--- src/sv/osrs_pkg.sv ---
package osrs_pkg;

   // defaults for the top level parameters
   localparam int MAX_FRAME_BYTES_DEF = 1572864;
   localparam int MAX_FRAMES_DEF      = 4;

   // status codes
   localparam logic [2:0] ST_OK         = 3'd0;
   localparam logic [2:0] ST_FRAME_SIZE = 3'd1;
   localparam logic [2:0] ST_COUNT      = 3'd2;
   localparam logic [2:0] ST_NO_MEMORY  = 3'd3;
   localparam logic [2:0] ST_FORMAT     = 3'd4;
   localparam logic [2:0] ST_DIVIDE     = 3'd5;

   // pixel formats
   localparam logic [1:0] FMT_PLANAR = 2'd0;
   localparam logic [1:0] FMT_PACKED = 2'd1;

   // csr indexes
   localparam logic CSR_IS_NEWER_CHIP = 1'b0;
   localparam logic CSR_VIDEO_RAM_MB  = 1'b1;

   // scaler register offsets
   localparam logic [13:0] OFS_CTL        = 14'h3d20;
   localparam logic [13:0] OFS_LUMA_CTL   = 14'h3d40;
   localparam logic [13:0] OFS_PITCH      = 14'h3d24;
   localparam logic [13:0] OFS_ORG_BASE   = 14'h3d00;
   localparam logic [13:0] OFS_CORG_BASE  = 14'h3d10;
   localparam logic [13:0] OFS_C3ORG_BASE = 14'h3d60;
   localparam logic [13:0] OFS_HCOORD     = 14'h3d28;
   localparam logic [13:0] OFS_HISCAL     = 14'h3d30;
   localparam logic [13:0] OFS_HSRCST     = 14'h3d38;
   localparam logic [13:0] OFS_HSRCEND    = 14'h3d3c;
   localparam logic [13:0] OFS_HSRCLST    = 14'h3d50;
   localparam logic [13:0] OFS_VCOORD     = 14'h3d2c;
   localparam logic [13:0] OFS_VISCAL     = 14'h3d34;
   localparam logic [13:0] OFS_V1SRCLST   = 14'h3d54;
   localparam logic [13:0] OFS_V1WGHT     = 14'h3d48;
   localparam logic [13:0] OFS_V2SRCLST   = 14'h3d58;
   localparam logic [13:0] OFS_V2WGHT     = 14'h3d4c;
   localparam logic [13:0] OFS_GLOBAL     = 14'h3dc0;

   localparam logic [31:0] CTL_BASE     = 32'h0005_0c01;
   localparam logic [31:0] CTL_PLANAR   = 32'h0002_0000;
   localparam logic [31:0] LUMA_CTL_VAL = 32'h0000_0080;
   localparam logic [31:0] GLOBAL_BASE  = 32'h0000_00a0;

   // classified request passed from front to back
   typedef struct packed {
      logic [11:0] window_x;
      logic [11:0] window_y;
      logic [10:0] source_width;
      logic [10:0] source_height;
      logic [10:0] scaled_width;
      logic [10:0] scaled_height;
      logic [1:0]  pixel_format;
      logic [20:0] frame_bytes;
      logic [11:0] line_count;
      logic [31:0] base;
      logic [2:0]  status;
   } desc_type;

endpackage

--- src/sv/overlay_scaler_register_setup.sv ---
// a request passes the front hold register and the queue, then the back states PREP,
// WAIT_H, WAIT_V and CALC1 to CALC3 before the first write; an error result leaves from PREP
// the back takes one request at a time, using the shared 32-step divider twice, then sends
// one write per cycle out while not stalled; the front and queue take new requests meanwhile
// reset clears the queue, the sequencer, csrs (older chip, 16 MiB) and chroma origins
module overlay_scaler_register_setup #(
   parameter int MAX_FRAME_BYTES = osrs_pkg::MAX_FRAME_BYTES_DEF,
   parameter int MAX_FRAMES      = osrs_pkg::MAX_FRAMES_DEF
) (
   input  logic               clock,
   input  logic               reset,
   // csr write port
   input  logic               csr_write,
   input  logic               csr_index,
   input  logic [6:0]         csr_data,
   // request channel
   input  logic               req_valid,
   output logic               req_stall,
   input  logic signed [11:0] req_window_x,
   input  logic signed [11:0] req_window_y,
   input  logic [10:0]        req_source_width,
   input  logic [10:0]        req_source_height,
   input  logic [10:0]        req_scaled_width,
   input  logic [10:0]        req_scaled_height,
   input  logic [1:0]         req_pixel_format,
   input  logic [20:0]        req_frame_bytes,
   input  logic [2:0]         req_frame_count,
   input  logic [11:0]        req_line_count,
   // result channel
   output logic               rsp_valid,
   input  logic               rsp_stall,
   output logic [13:0]        rsp_reg_offset,
   output logic [31:0]        rsp_reg_value,
   output logic [2:0]         rsp_status,
   output logic               rsp_last
);

   logic               is_newer_chip_ff, is_newer_chip_in;
   logic [6:0]         video_ram_mb_ff, video_ram_mb_in;

   // front to queue to back
   logic               q_push, q_full, q_pop, q_empty;
   osrs_pkg::desc_type q_push_data, q_pop_data;

   // shared divider
   logic               div_start, div_done;
   logic [31:0]        div_dividend, div_quotient;
   logic [10:0]        div_divisor;

   // csrs, written only while idle: a rule for the user that the block itself does not enforce
   always_comb begin
      is_newer_chip_in = is_newer_chip_ff;
      video_ram_mb_in  = video_ram_mb_ff;
      if (csr_write) begin
         case (csr_index)
            osrs_pkg::CSR_IS_NEWER_CHIP: is_newer_chip_in = csr_data[0];
            osrs_pkg::CSR_VIDEO_RAM_MB:  video_ram_mb_in  = csr_data;
            default: begin
               is_newer_chip_in = is_newer_chip_ff;
            end
         endcase
      end
   end

   always_ff @(posedge clock) begin
      if (reset) begin
         is_newer_chip_ff <= 1'b0;
         video_ram_mb_ff  <= 7'd16;
      end else begin
         is_newer_chip_ff <= is_newer_chip_in;
         video_ram_mb_ff  <= video_ram_mb_in;
      end
   end

   // front: checks frame size, count, memory fit, format and spans; places buffers
   osrs_front #(
      .MAX_FRAME_BYTES(MAX_FRAME_BYTES),
      .MAX_FRAMES     (MAX_FRAMES)
   ) u_front (
      .clock            (clock),
      .reset            (reset),
      .video_ram_mb     (video_ram_mb_ff),
      .req_valid        (req_valid),
      .req_stall        (req_stall),
      .req_window_x     (req_window_x),
      .req_window_y     (req_window_y),
      .req_source_width (req_source_width),
      .req_source_height(req_source_height),
      .req_scaled_width (req_scaled_width),
      .req_scaled_height(req_scaled_height),
      .req_pixel_format (req_pixel_format),
      .req_frame_bytes  (req_frame_bytes),
      .req_frame_count  (req_frame_count),
      .req_line_count   (req_line_count),
      .q_full           (q_full),
      .q_push           (q_push),
      .q_data           (q_push_data)
   );

   // two-entry queue of classified requests
   osrs_queue u_queue (
      .clock    (clock),
      .reset    (reset),
      .push     (q_push),
      .push_data(q_push_data),
      .full     (q_full),
      .pop      (q_pop),
      .pop_data (q_pop_data),
      .empty    (q_empty)
   );

   // inverse scale factors, one quotient bit per cycle
   osrs_div u_div (
      .clock   (clock),
      .reset   (reset),
      .start   (div_start),
      .dividend(div_dividend),
      .divisor (div_divisor),
      .done    (div_done),
      .quotient(div_quotient)
   );

   // back: scale math, chroma origin state and the write sequence
   osrs_back u_back (
      .clock         (clock),
      .reset         (reset),
      .is_newer_chip (is_newer_chip_ff),
      .q_empty       (q_empty),
      .q_data        (q_pop_data),
      .q_pop         (q_pop),
      .div_start     (div_start),
      .div_dividend  (div_dividend),
      .div_divisor   (div_divisor),
      .div_done      (div_done),
      .div_quotient  (div_quotient),
      .rsp_valid     (rsp_valid),
      .rsp_stall     (rsp_stall),
      .rsp_reg_offset(rsp_reg_offset),
      .rsp_reg_value (rsp_reg_value),
      .rsp_status    (rsp_status),
      .rsp_last      (rsp_last)
   );

endmodule

--- src/sv/osrs_front.sv ---
module osrs_front #(
   parameter int MAX_FRAME_BYTES = osrs_pkg::MAX_FRAME_BYTES_DEF,
   parameter int MAX_FRAMES      = osrs_pkg::MAX_FRAMES_DEF
) (
   input  logic               clock,
   input  logic               reset,
   input  logic [6:0]         video_ram_mb,
   input  logic               req_valid,
   output logic               req_stall,
   input  logic signed [11:0] req_window_x,
   input  logic signed [11:0] req_window_y,
   input  logic [10:0]        req_source_width,
   input  logic [10:0]        req_source_height,
   input  logic [10:0]        req_scaled_width,
   input  logic [10:0]        req_scaled_height,
   input  logic [1:0]         req_pixel_format,
   input  logic [20:0]        req_frame_bytes,
   input  logic [2:0]         req_frame_count,
   input  logic [11:0]        req_line_count,
   input  logic               q_full,
   output logic               q_push,
   output osrs_pkg::desc_type q_data
);

   logic               hold_valid_ff, hold_valid_in;
   osrs_pkg::desc_type hold_ff, hold_in;
   logic               accept;
   logic [23:0]        need;
   logic [26:0]        mem_bytes;
   logic [26:0]        room;

   assign req_stall = hold_valid_ff && q_full;
   assign accept    = req_valid && !req_stall;
   assign q_push    = hold_valid_ff && !q_full;
   assign q_data    = hold_ff;

   assign need      = 24'(req_frame_count) * 24'(req_frame_bytes);
   assign mem_bytes = {video_ram_mb, 20'd0};
   assign room      = mem_bytes - 27'(need);

   always_comb begin
      hold_valid_in = accept ? 1'b1 : (q_push ? 1'b0 : hold_valid_ff);
      hold_in       = hold_ff;
      if (accept) begin
         hold_in.window_x      = req_window_x;
         hold_in.window_y      = req_window_y;
         hold_in.source_width  = req_source_width;
         hold_in.source_height = req_source_height;
         hold_in.scaled_width  = req_scaled_width;
         hold_in.scaled_height = req_scaled_height;
         hold_in.pixel_format  = req_pixel_format;
         hold_in.frame_bytes   = req_frame_bytes;
         hold_in.line_count    = req_line_count;
         hold_in.base          = {5'd0, room[26:16], 16'd0};
         if (req_frame_bytes == 21'd0 || req_frame_bytes > 21'(MAX_FRAME_BYTES)) begin
            hold_in.status = osrs_pkg::ST_FRAME_SIZE;
         end else if (req_frame_count == 3'd0 || req_frame_count > 3'(MAX_FRAMES)) begin
            hold_in.status = osrs_pkg::ST_COUNT;
         end else if (mem_bytes < 27'(need)) begin
            hold_in.status = osrs_pkg::ST_NO_MEMORY;
         end else if (req_pixel_format > osrs_pkg::FMT_PACKED) begin
            hold_in.status = osrs_pkg::ST_FORMAT;
         end else if (req_scaled_width <= 11'd1 || req_scaled_height <= 11'd1) begin
            hold_in.status = osrs_pkg::ST_DIVIDE;
         end else begin
            hold_in.status = osrs_pkg::ST_OK;
         end
      end
   end

   always_ff @(posedge clock) begin
      if (reset) begin
         hold_valid_ff <= 1'b0;
      end else begin
         hold_valid_ff <= hold_valid_in;
      end
      hold_ff <= hold_in;
   end

endmodule

--- src/sv/osrs_queue.sv ---
module osrs_queue (
   input  logic               clock,
   input  logic               reset,
   input  logic               push,
   input  osrs_pkg::desc_type push_data,
   output logic               full,
   input  logic               pop,
   output osrs_pkg::desc_type pop_data,
   output logic               empty
);

   osrs_pkg::desc_type mem_ff [2];
   logic               wr_ptr_ff, wr_ptr_in;
   logic               rd_ptr_ff, rd_ptr_in;
   logic [1:0]         count_ff, count_in;

   assign full     = count_ff == 2'd2;
   assign empty    = count_ff == 2'd0;
   assign pop_data = mem_ff[rd_ptr_ff];

   always_comb begin
      wr_ptr_in = push ? !wr_ptr_ff : wr_ptr_ff;
      rd_ptr_in = pop ? !rd_ptr_ff : rd_ptr_ff;
      count_in  = count_ff + 2'(push) - 2'(pop);
   end

   always_ff @(posedge clock) begin
      if (reset) begin
         wr_ptr_ff <= 1'b0;
         rd_ptr_ff <= 1'b0;
         count_ff  <= 2'd0;
      end else begin
         wr_ptr_ff <= wr_ptr_in;
         rd_ptr_ff <= rd_ptr_in;
         count_ff  <= count_in;
      end
      if (push) begin
         mem_ff[wr_ptr_ff] <= push_data;
      end
   end

endmodule

--- src/sv/osrs_div.sv ---
module osrs_div (
   input  logic        clock,
   input  logic        reset,
   input  logic        start,
   input  logic [31:0] dividend,
   input  logic [10:0] divisor,
   output logic        done,
   output logic [31:0] quotient
);

   logic [31:0] quo_ff, quo_in;
   logic [10:0] rem_ff, rem_in;
   logic [10:0] dvs_ff, dvs_in;
   logic [5:0]  cnt_ff, cnt_in;
   logic        done_ff, done_in;
   logic [11:0] shifted;
   logic        fits;

   assign done     = done_ff;
   assign quotient = quo_ff;
   assign shifted  = {rem_ff, quo_ff[31]};
   assign fits     = shifted >= {1'b0, dvs_ff};

   always_comb begin
      quo_in  = quo_ff;
      rem_in  = rem_ff;
      dvs_in  = dvs_ff;
      cnt_in  = cnt_ff;
      done_in = 1'b0;
      if (start) begin
         quo_in = dividend;
         rem_in = 11'd0;
         dvs_in = divisor;
         cnt_in = 6'd32;
      end else if (cnt_ff != 6'd0) begin
         // one restoring step per cycle
         rem_in  = fits ? 11'(shifted - {1'b0, dvs_ff}) : shifted[10:0];
         quo_in  = {quo_ff[30:0], fits};
         cnt_in  = cnt_ff - 6'd1;
         done_in = cnt_ff == 6'd1;
      end
   end

   always_ff @(posedge clock) begin
      if (reset) begin
         cnt_ff  <= 6'd0;
         done_ff <= 1'b0;
      end else begin
         cnt_ff  <= cnt_in;
         done_ff <= done_in;
      end
      quo_ff <= quo_in;
      rem_ff <= rem_in;
      dvs_ff <= dvs_in;
   end

endmodule

--- src/sv/osrs_back.sv ---
module osrs_back (
   input  logic               clock,
   input  logic               reset,
   input  logic               is_newer_chip,
   input  logic               q_empty,
   input  osrs_pkg::desc_type q_data,
   output logic               q_pop,
   output logic               div_start,
   output logic [31:0]        div_dividend,
   output logic [10:0]        div_divisor,
   input  logic               div_done,
   input  logic [31:0]        div_quotient,
   output logic               rsp_valid,
   input  logic               rsp_stall,
   output logic [13:0]        rsp_reg_offset,
   output logic [31:0]        rsp_reg_value,
   output logic [2:0]         rsp_status,
   output logic               rsp_last
);

   typedef enum logic [2:0] {
      IDLE, PREP, WAIT_H, WAIT_V, CALC1, CALC2, CALC3, EMIT
   } state_type;

   localparam logic [4:0] SLOT_CTL         = 5'd0;
   localparam logic [4:0] SLOT_PITCH       = 5'd2;
   localparam logic [4:0] SLOT_ORG_FIRST   = 5'd3;
   localparam logic [4:0] SLOT_ORG_LAST    = 5'd10;
   localparam logic [4:0] SLOT_C3ORG_FIRST = 5'd11;
   localparam logic [4:0] SLOT_HCOORD      = 5'd15;
   localparam logic [4:0] SLOT_FINAL       = 5'd26;

   state_type          state_ff, state_in;
   osrs_pkg::desc_type d_ff, d_in;
   logic [4:0]         e_ff, e_in;
   logic [31:0]        hif_ff, hif_in, vif_ff, vif_in;
   logic [31:0]        hsrcst_ff, hsrcst_in, hsrcend_ff, hsrcend_in;
   logic [31:0]        prod_ff, prod_in, wt_ff, wt_in;
   logic [22:0]        plane_ff, plane_in;
   logic [27:0]        lofs_ff, lofs_in;
   logic [26:0]        cofs_ff, cofs_in;
   logic [31:0]        chroma_ff [8];
   logic [31:0]        chroma_in [8];
   logic               rsp_valid_ff, rsp_valid_in;
   logic [13:0]        rsp_offset_ff, rsp_offset_in;
   logic [31:0]        rsp_value_ff, rsp_value_in;
   logic [2:0]         rsp_status_ff, rsp_status_in;
   logic               rsp_last_ff, rsp_last_in;

   logic               out_free;
   logic [31:0]        x_ext, y_ext;
   logic [10:0]        left, top;
   logic [11:0]        ofsleft, ofstop;
   logic [11:0]        pitch;
   logic [31:0]        hcoord, vcoord, srclst, wght;
   logic [43:0]        p_hst;
   logic [43:0]        p_vp;
   logic [41:0]        p_wt;
   logic [31:0]        span;
   logic [63:0]        p_hend;
   logic [4:0]         sel;
   logic [1:0]         k;
   logic [31:0]        kf, a_val;
   logic [31:0]        slot_value;
   logic [13:0]        slot_offset;
   logic [4:0]         e_next;

   assign out_free       = !rsp_valid_ff || !rsp_stall;
   assign rsp_valid      = rsp_valid_ff;
   assign rsp_reg_offset = rsp_offset_ff;
   assign rsp_reg_value  = rsp_value_ff;
   assign rsp_status     = rsp_status_ff;
   assign rsp_last       = rsp_last_ff;

   // window geometry
   assign x_ext   = {{20{d_ff.window_x[11]}}, d_ff.window_x};
   assign y_ext   = {{20{d_ff.window_y[11]}}, d_ff.window_y};
   assign left    = d_ff.window_x[11] ? 11'd0 : d_ff.window_x[10:0];
   assign top     = d_ff.window_y[11] ? 11'd0 : d_ff.window_y[10:0];
   assign ofsleft = d_ff.window_x[11] ? 12'(-d_ff.window_x) : 12'd0;
   assign ofstop  = d_ff.window_y[11] ? 12'(-d_ff.window_y) : 12'd0;
   assign pitch   = 12'((13'(d_ff.source_width) + 13'd31) & ~13'd31);
   assign hcoord  = {5'd0, left, 16'd0} + (x_ext + 32'(d_ff.scaled_width) - 32'd1);
   assign vcoord  = {5'd0, top, 16'd0} + (y_ext + 32'(d_ff.scaled_height) - 32'd1);
   assign srclst  = 32'(d_ff.source_height) - 32'd1 - {22'd0, prod_ff[25:16]};
   assign wght    = {15'd0, wt_ff[31], wt_ff[13:0], 2'd0};

   // products, one stage each
   assign p_hst  = 44'(ofsleft) * 44'(hif_ff);
   assign p_vp   = 44'(ofstop) * 44'(vif_ff);
   assign p_wt   = 42'(ofstop) * 42'(vif_ff[29:0]);
   assign span   = 32'(d_ff.scaled_width) - 32'(ofsleft) - 32'd1;
   assign p_hend = 64'(span) * 64'(hif_ff);

   // buffer origins during emission
   assign sel   = e_ff - SLOT_ORG_FIRST;
   assign k     = sel[2:1];
   assign kf    = 32'(d_ff.frame_bytes) * 32'(k);
   assign a_val = d_ff.base + 32'(lofs_ff) + kf;

   always_comb begin
      slot_offset = osrs_pkg::OFS_CTL;
      slot_value  = '0;
      if (e_ff >= SLOT_ORG_FIRST && e_ff <= SLOT_ORG_LAST) begin
         if (sel[0]) begin
            slot_offset = osrs_pkg::OFS_CORG_BASE + {10'd0, k, 2'd0};
            slot_value  = chroma_ff[{1'b0, k}];
         end else begin
            slot_offset = osrs_pkg::OFS_ORG_BASE + {10'd0, k, 2'd0};
            slot_value  = a_val;
         end
      end else if (e_ff >= SLOT_C3ORG_FIRST && e_ff < SLOT_HCOORD) begin
         slot_offset = osrs_pkg::OFS_C3ORG_BASE + {10'd0, sel[1:0] ^ 2'd0, 2'd0};
         slot_value  = chroma_ff[{1'b1, sel[1:0]}];
      end else begin
         case (e_ff)
            5'd0: begin
               slot_offset = osrs_pkg::OFS_CTL;
               slot_value  = osrs_pkg::CTL_BASE |
                  ((d_ff.pixel_format == osrs_pkg::FMT_PLANAR) ? osrs_pkg::CTL_PLANAR : 32'd0);
            end
            5'd1: begin
               slot_offset = osrs_pkg::OFS_LUMA_CTL;
               slot_value  = osrs_pkg::LUMA_CTL_VAL;
            end
            5'd2: begin
               slot_offset = osrs_pkg::OFS_PITCH;
               slot_value  = 32'(pitch);
            end
            5'd15: begin
               slot_offset = osrs_pkg::OFS_HCOORD;
               slot_value  = hcoord;
            end
            5'd16: begin
               slot_offset = osrs_pkg::OFS_HISCAL;
               slot_value  = {hif_ff[29:0], 2'd0};
            end
            5'd17: begin
               slot_offset = osrs_pkg::OFS_HSRCST;
               slot_value  = hsrcst_ff;
            end
            5'd18: begin
               slot_offset = osrs_pkg::OFS_HSRCEND;
               slot_value  = hsrcend_ff;
            end
            5'd19: begin
               slot_offset = osrs_pkg::OFS_HSRCLST;
               slot_value  = {16'(32'(d_ff.source_width) - 32'd1), 16'd0};
            end
            5'd20: begin
               slot_offset = osrs_pkg::OFS_VCOORD;
               slot_value  = vcoord;
            end
            5'd21: begin
               slot_offset = osrs_pkg::OFS_VISCAL;
               slot_value  = {vif_ff[29:0], 2'd0};
            end
            5'd22: begin
               slot_offset = osrs_pkg::OFS_V1SRCLST;
               slot_value  = srclst;
            end
            5'd23: begin
               slot_offset = osrs_pkg::OFS_V1WGHT;
               slot_value  = wght;
            end
            5'd24: begin
               slot_offset = osrs_pkg::OFS_V2SRCLST;
               slot_value  = srclst;
            end
            5'd25: begin
               slot_offset = osrs_pkg::OFS_V2WGHT;
               slot_value  = wght;
            end
            5'd26: begin
               slot_offset = osrs_pkg::OFS_GLOBAL;
               slot_value  = osrs_pkg::GLOBAL_BASE +
                  {3'd0, 13'(d_ff.line_count) + 13'd2, 16'd0};
            end
            default: begin
               slot_offset = osrs_pkg::OFS_CTL;
               slot_value  = '0;
            end
         endcase
      end
   end

   // older chip skips luma control and third-plane origins
   always_comb begin
      if (e_ff == SLOT_CTL && !is_newer_chip) begin
         e_next = SLOT_PITCH;
      end else if (e_ff == SLOT_ORG_LAST && !is_newer_chip) begin
         e_next = SLOT_HCOORD;
      end else begin
         e_next = e_ff + 5'd1;
      end
   end

   always_comb begin
      state_in      = state_ff;
      d_in          = d_ff;
      e_in          = e_ff;
      hif_in        = hif_ff;
      vif_in        = vif_ff;
      hsrcst_in     = hsrcst_ff;
      hsrcend_in    = hsrcend_ff;
      prod_in       = prod_ff;
      wt_in         = wt_ff;
      plane_in      = plane_ff;
      lofs_in       = lofs_ff;
      cofs_in       = cofs_ff;
      chroma_in     = chroma_ff;
      rsp_valid_in  = rsp_valid_ff && rsp_stall;
      rsp_offset_in = rsp_offset_ff;
      rsp_value_in  = rsp_value_ff;
      rsp_status_in = rsp_status_ff;
      rsp_last_in   = rsp_last_ff;
      q_pop         = 1'b0;
      div_start     = 1'b0;
      div_dividend  = {18'(32'(d_ff.source_width) - 32'd1), 14'd0};
      div_divisor   = d_ff.scaled_width - 11'd1;
      case (state_ff)
         IDLE: begin
            if (!q_empty) begin
               q_pop    = 1'b1;
               d_in     = q_data;
               state_in = PREP;
            end
         end
         PREP: begin
            if (d_ff.status != osrs_pkg::ST_OK) begin
               if (out_free) begin
                  rsp_valid_in  = 1'b1;
                  rsp_offset_in = '0;
                  rsp_value_in  = '0;
                  rsp_status_in = d_ff.status;
                  rsp_last_in   = 1'b1;
                  state_in      = IDLE;
               end
            end else begin
               div_start = 1'b1;
               state_in  = WAIT_H;
            end
         end
         WAIT_H: begin
            if (div_done) begin
               hif_in       = div_quotient;
               div_start    = 1'b1;
               div_dividend = {18'(32'(d_ff.source_height) - 32'd1), 14'd0};
               div_divisor  = d_ff.scaled_height - 11'd1;
               state_in     = WAIT_V;
            end
         end
         WAIT_V: begin
            if (div_done) begin
               vif_in   = div_quotient;
               state_in = CALC1;
            end
         end
         CALC1: begin
            hsrcst_in = {p_hst[29:0], 2'd0};
            prod_in   = {p_vp[29:0], 2'd0};
            wt_in     = p_wt[31:0];
            plane_in  = 23'(pitch) * 23'(d_ff.source_height);
            state_in  = CALC2;
         end
         CALC2: begin
            hsrcend_in = hsrcst_ff + {p_hend[29:0], 2'd0};
            lofs_in    = 28'(prod_ff[31:16]) * 28'(pitch);
            cofs_in    = is_newer_chip ? 27'(prod_ff[31:18]) * 27'(pitch)
                                       : 27'(prod_ff[31:17]) * 27'(pitch);
            state_in   = CALC3;
         end
         CALC3: begin
            if (d_ff.pixel_format == osrs_pkg::FMT_PLANAR) begin
               for (int i = 0; i < 4; i++) begin
                  chroma_in[i] = d_ff.base + 32'(cofs_ff) +
                     32'(d_ff.frame_bytes) * 32'(i) + 32'(plane_ff);
                  chroma_in[4 + i] = d_ff.base + 32'(cofs_ff) +
                     32'(d_ff.frame_bytes) * 32'(i) + 32'(plane_ff) + 32'(plane_ff[22:2]);
               end
            end
            e_in     = SLOT_CTL;
            state_in = EMIT;
         end
         EMIT: begin
            if (out_free) begin
               rsp_valid_in  = 1'b1;
               rsp_offset_in = slot_offset;
               rsp_value_in  = slot_value;
               rsp_status_in = osrs_pkg::ST_OK;
               rsp_last_in   = e_ff == SLOT_FINAL;
               if (e_ff == SLOT_FINAL) begin
                  state_in = IDLE;
               end else begin
                  e_in = e_next;
               end
            end
         end
         default: begin
            state_in = IDLE;
         end
      endcase
   end

   always_ff @(posedge clock) begin
      if (reset) begin
         state_ff     <= IDLE;
         rsp_valid_ff <= 1'b0;
         for (int i = 0; i < 8; i++) begin
            chroma_ff[i] <= '0;
         end
      end else begin
         state_ff     <= state_in;
         rsp_valid_ff <= rsp_valid_in;
         chroma_ff    <= chroma_in;
      end
      d_ff          <= d_in;
      e_ff          <= e_in;
      hif_ff        <= hif_in;
      vif_ff        <= vif_in;
      hsrcst_ff     <= hsrcst_in;
      hsrcend_ff    <= hsrcend_in;
      prod_ff       <= prod_in;
      wt_ff         <= wt_in;
      plane_ff      <= plane_in;
      lofs_ff       <= lofs_in;
      cofs_ff       <= cofs_in;
      rsp_offset_ff <= rsp_offset_in;
      rsp_value_ff  <= rsp_value_in;
      rsp_status_ff <= rsp_status_in;
      rsp_last_ff   <= rsp_last_in;
   end

endmodule

--- config.mk ---
export PLATFORM = sky130hd
export DESIGN_NAME = overlay_scaler_register_setup
export DESIGN_NICKNAME = d
export VERILOG_FILES = /design/src/sv/osrs_pkg.sv /design/src/sv/overlay_scaler_register_setup.sv /design/src/sv/osrs_front.sv /design/src/sv/osrs_queue.sv /design/src/sv/osrs_div.sv /design/src/sv/osrs_back.sv
export SDC_FILE = /design/constraint.sdc
export NUM_CORES = 2
export LEC_CHECK = 0
export BUFFER_PORTS_ARGS = -buffer_cell sky130_fd_sc_hd__buf_2
export CELL_PAD_IN_SITES_DETAIL_PLACEMENT = 0
export CELL_PAD_IN_SITES_GLOBAL_PLACEMENT = 1
export CORE_MARGIN = 4
export CORE_UTILIZATION = 30
export DETAILED_ROUTE_END_ITERATION = 6
export PLACE_DENSITY = 0.52
export SYNTH_ARGS = -nofsm -noshare
export SYNTH_HDL_FRONTEND = slang
export SYNTH_SLANG_ARGS = --single-unit
--- constraint.sdc ---
create_clock -name clock -period 23.5 [get_ports clock]
set_input_delay 3.525 -clock clock [delete_from_list [all_inputs] [get_ports clock]]
set_output_delay 3.525 -clock clock [all_outputs]
set_load 0.02 [all_outputs]
==> impl_metrics.toml <==
[timing]
fmax_mhz = 76.25
timing.slew.headroom = 0.1645
drv_slew = 0
worstMarginPinSlew_ns = 1.246
rsz0062_at_grt = "no"
setup_tns_ns = 0
hold_violations = 0
setup_viol = 0
finalWorstPathRequiredPeriod_ns = 13.12
period_share = 0.5581
fin_skew_ns = 0.06695

[cts]
cts_buffer_depth = 3
cts.repair.resized = 0
cts_setup_buffers = 0
cts_sinks = 1021
cts-root-buf = "clkbuf_16"
clock_latency_ns = 0.80
path_clk_slew_ns = 0.06
cts_buffers = 118
cts_htree_levels = 3
cts_tree = "built"
cts_hold_buf = 0

[synth]
synth.yosys.seq_area_share = 0.2898
ys.flop_type = "edfxtp_1"
syn_inst = 9939
synthesis.area_sq_mm = 0.09722
ys_ff_latch = 1021
synth_edf_count = 773
yosys_warnings = 0
avgSynthCellArea_sq_um = 9.782
synthDistinctLibCells = 93
synthArstFlopShare = 0

[setup_path]
critPathKind = "register to register"
cp-start-kind = "register"
worstPathRequired_ns = 24.04
crit_fanout = 96
slowest_stage = "buf_4"
endpoint_kind = "register"
critPathMaxStageDelay_ns = 0.65
arrival_ns = 13.66
cpMostUsedCell = "fa_1"

[grt]
grt.total_usage = 0.2074
antenna_found_initial = 24
grt_pass1_vias = 74370
grt_remaining_overflow = 0
grt_max_degree = 157
grt_pass1_wl_um = 512700

[placement]
io_buffer_count = 167
hpwlAfterDp_um = 272400
gp_congestion = 0.8961

[floorplan]
start_util = 0.3020
die-area_sq_mm = 0.3332
die_y_um = 577.3
pin_count = 171
num_rows = 208
coreArea_sq_mm = 0.3219
fp.dieW_um = 577.3

[job]
max-cap-violations = 0

[route]
avgViaCountPerCell = 4.971
drc = 0
drt-pass1-iter-count = 5
wirelength_um = 348900
wl_per_cell_um = 24.31
ant_nets = 0
vias = 71370
drt-initial-drc-count = 5269

[cells_and_area]
drive_gt1_frac = 0.07720
multi_input_area_sq_mm = 0.06201
regArea_sq_mm = 0.02818
nets = 11870
fillers = 33060
synthToLayoutAreaGrowth_pct = 10.41

[outcome]
status = "complete, no violations"

[hold_path]
hold_class = "register to register"
cells in the final DEF, fill, tap and decap left out, types with 51 or more instances in the layout:
master	instances
mux4_2	51
mux2_2	128
edfxtp_1	773
clkbuf_16	120
buf_2	166
nor2b_1	67
o21a_1	54
and3_1	225
nor3_1	99
dfxtp_1	246
buf_4	156
a21oi_1	558
o21ai_0	235
nand2b_1	92
and2_1	258
inv_1	1478
fa_1	1074
o21bai_1	104
nand3_1	113
nand2_1	1432
ha_1	735
xnor2_1	419
a21o_1	138
nor2_1	358
a211oi_1	81
xor2_1	170
a22oi_1	63
per-layer routing:
layer  routed length [um]  GRT usage  vias up
li1                     -          -    32780
met3                14970    0.02232      413
met5                   27          0        -
met2               164000     0.3428     1751
met4                11890    0.06442        4
met1               158000     0.2850    36420
critical path: cells and delay by family, from the launching register on:
| family | cells | cell delay, ns |
|---|---|---|
| fa+ha+maj | 12 | 5.43 |
| buf+inv | 10 | 1.65 |
| flops | 1 | 0.50 |
| simple gates | 11 | 2.24 |
| compound gates | 13 | 2.56 |
| xor+xnor | 3 | 0.48 |
flip-flops by register name, summed over array words and instances, names as in the netlist, 31 cells and up:
signal	count
u_front.q_data	117
u_back.wt_ff	31
u_back.rsp_reg_value	32
u_back.d_ff	117
u_queue.mem_ff	234
u_back.chroma_ff	213
u_div.quotient	32
per-stage QoR:
step | instances | instance area [sq um] | hold slack (ns) | setup slack (ns) | util
6_report | 14360 | 107300 | 0.4392 | 10.38 | 0.3334
3_5_place_dp | 14120 | 103200 | 0.4290 | 10.39 | 0.3206
4_1_cts | 14340 | 107300 | 0.4235 | 10.32 | 0.3334
2_1_floorplan | 9941 | 97230 | 0.4215 | 11.70 | -
5_1_grt | 14350 | 107300 | 0.4477 | 9.380 | 0.3334
3_3_place_gp | 14120 | 103200 | 0.4244 | 10.42 | 0.3206
Yosys cell counts, types with 18 or more instances:
cell type / count / area share
a21o_1: 138 / 0.011
ha_1: 736 / 0.095
a21oi_1: 559 / 0.029
and2_1: 258 / 0.017
o21bai_1: 104 / 0.0080
nand2_1: 1432 / 0.055
clkbuf_1: 420 / 0.016
xor2_1: 173 / 0.016
mux4_2: 51 / 0.012
o211ai_1: 33 / 0.0025
dfxtp_1: 248 / 0.051
mux2_2: 128 / 0.015
nor4_1: 35 / 0.0023
and3_1: 226 / 0.015
fa_1: 1074 / 0.22
xnor2_1: 428 / 0.039
a211oi_1: 82 / 0.0063
or3_1: 33 / 0.0021
nand4_1: 29 / 0.0019
nor3_1: 100 / 0.0051
a21boi_0: 20 / 0.0015
nand2b_1: 92 / 0.0059
a22oi_1: 63 / 0.0049
o31ai_1: 19 / 0.0015
nor2b_1: 69 / 0.0044
o21ai_0: 236 / 0.012
edfxtp_1: 773 / 0.24
a31oi_1: 39 / 0.0025
nor3b_1: 18 / 0.0014
inv_1: 1478 / 0.057
o21a_1: 54 / 0.0042
nor2_1: 362 / 0.014
a221oi_1: 34 / 0.0031
nand3_1: 114 / 0.0059
buf_1: 20 / 0.00077
cells by family (layout without fill, tap and decap cells):
kind of cell | count (synthesis) | in the layout | synth area share
AOI/OAI and AO/OA | 1524 | 1524 | 0.09914
xor gates and xnor gates | 611 | 611 | 0.05595
adders and majority gates | 1810 | 1810 | 0.3159
buffers and inverters | 1931 | 2029 | 0.07490
DFF | 1021 | 1021 | 0.2898
muxes | 195 | 195 | 0.02829
other | 1 | 14 | 0.00003857
and+or+nand+nor | 2846 | 2846 | 0.1360
worst paths after layout:
path	start	slack [ns]	cells past startpoint	end
max	u_back.d_ff[137]	10.38	49	u_back.hsrcend_ff[31]
min	u_front.q_data[105]	0.44	0	u_queue.mem_ff[0][84]
max reg2reg	u_back.d_ff[137]	10.38	49	u_back.hsrcend_ff[31]
min reg2reg	u_front.q_data[105]	0.44	0	u_queue.mem_ff[0][84]
layout make-up:
type / instances / area share
Antenna cell: 11 / 0.0002564
Clock buffer: 145 / 0.02941
Clock inverter: 77 / 0.008800
Inverter: 1481 / 0.05179
Multi-Input combinational cell: 6989 / 0.5777
Sequential cell: 1021 / 0.2625
Tap cell: 4305 / 0.05018
Timing Repair Buffer: 326 / 0.01934
Power is left out: the tool's default activity adds up to more than one toggle a clock period on the data nets, which glitch-free logic cannot reach.
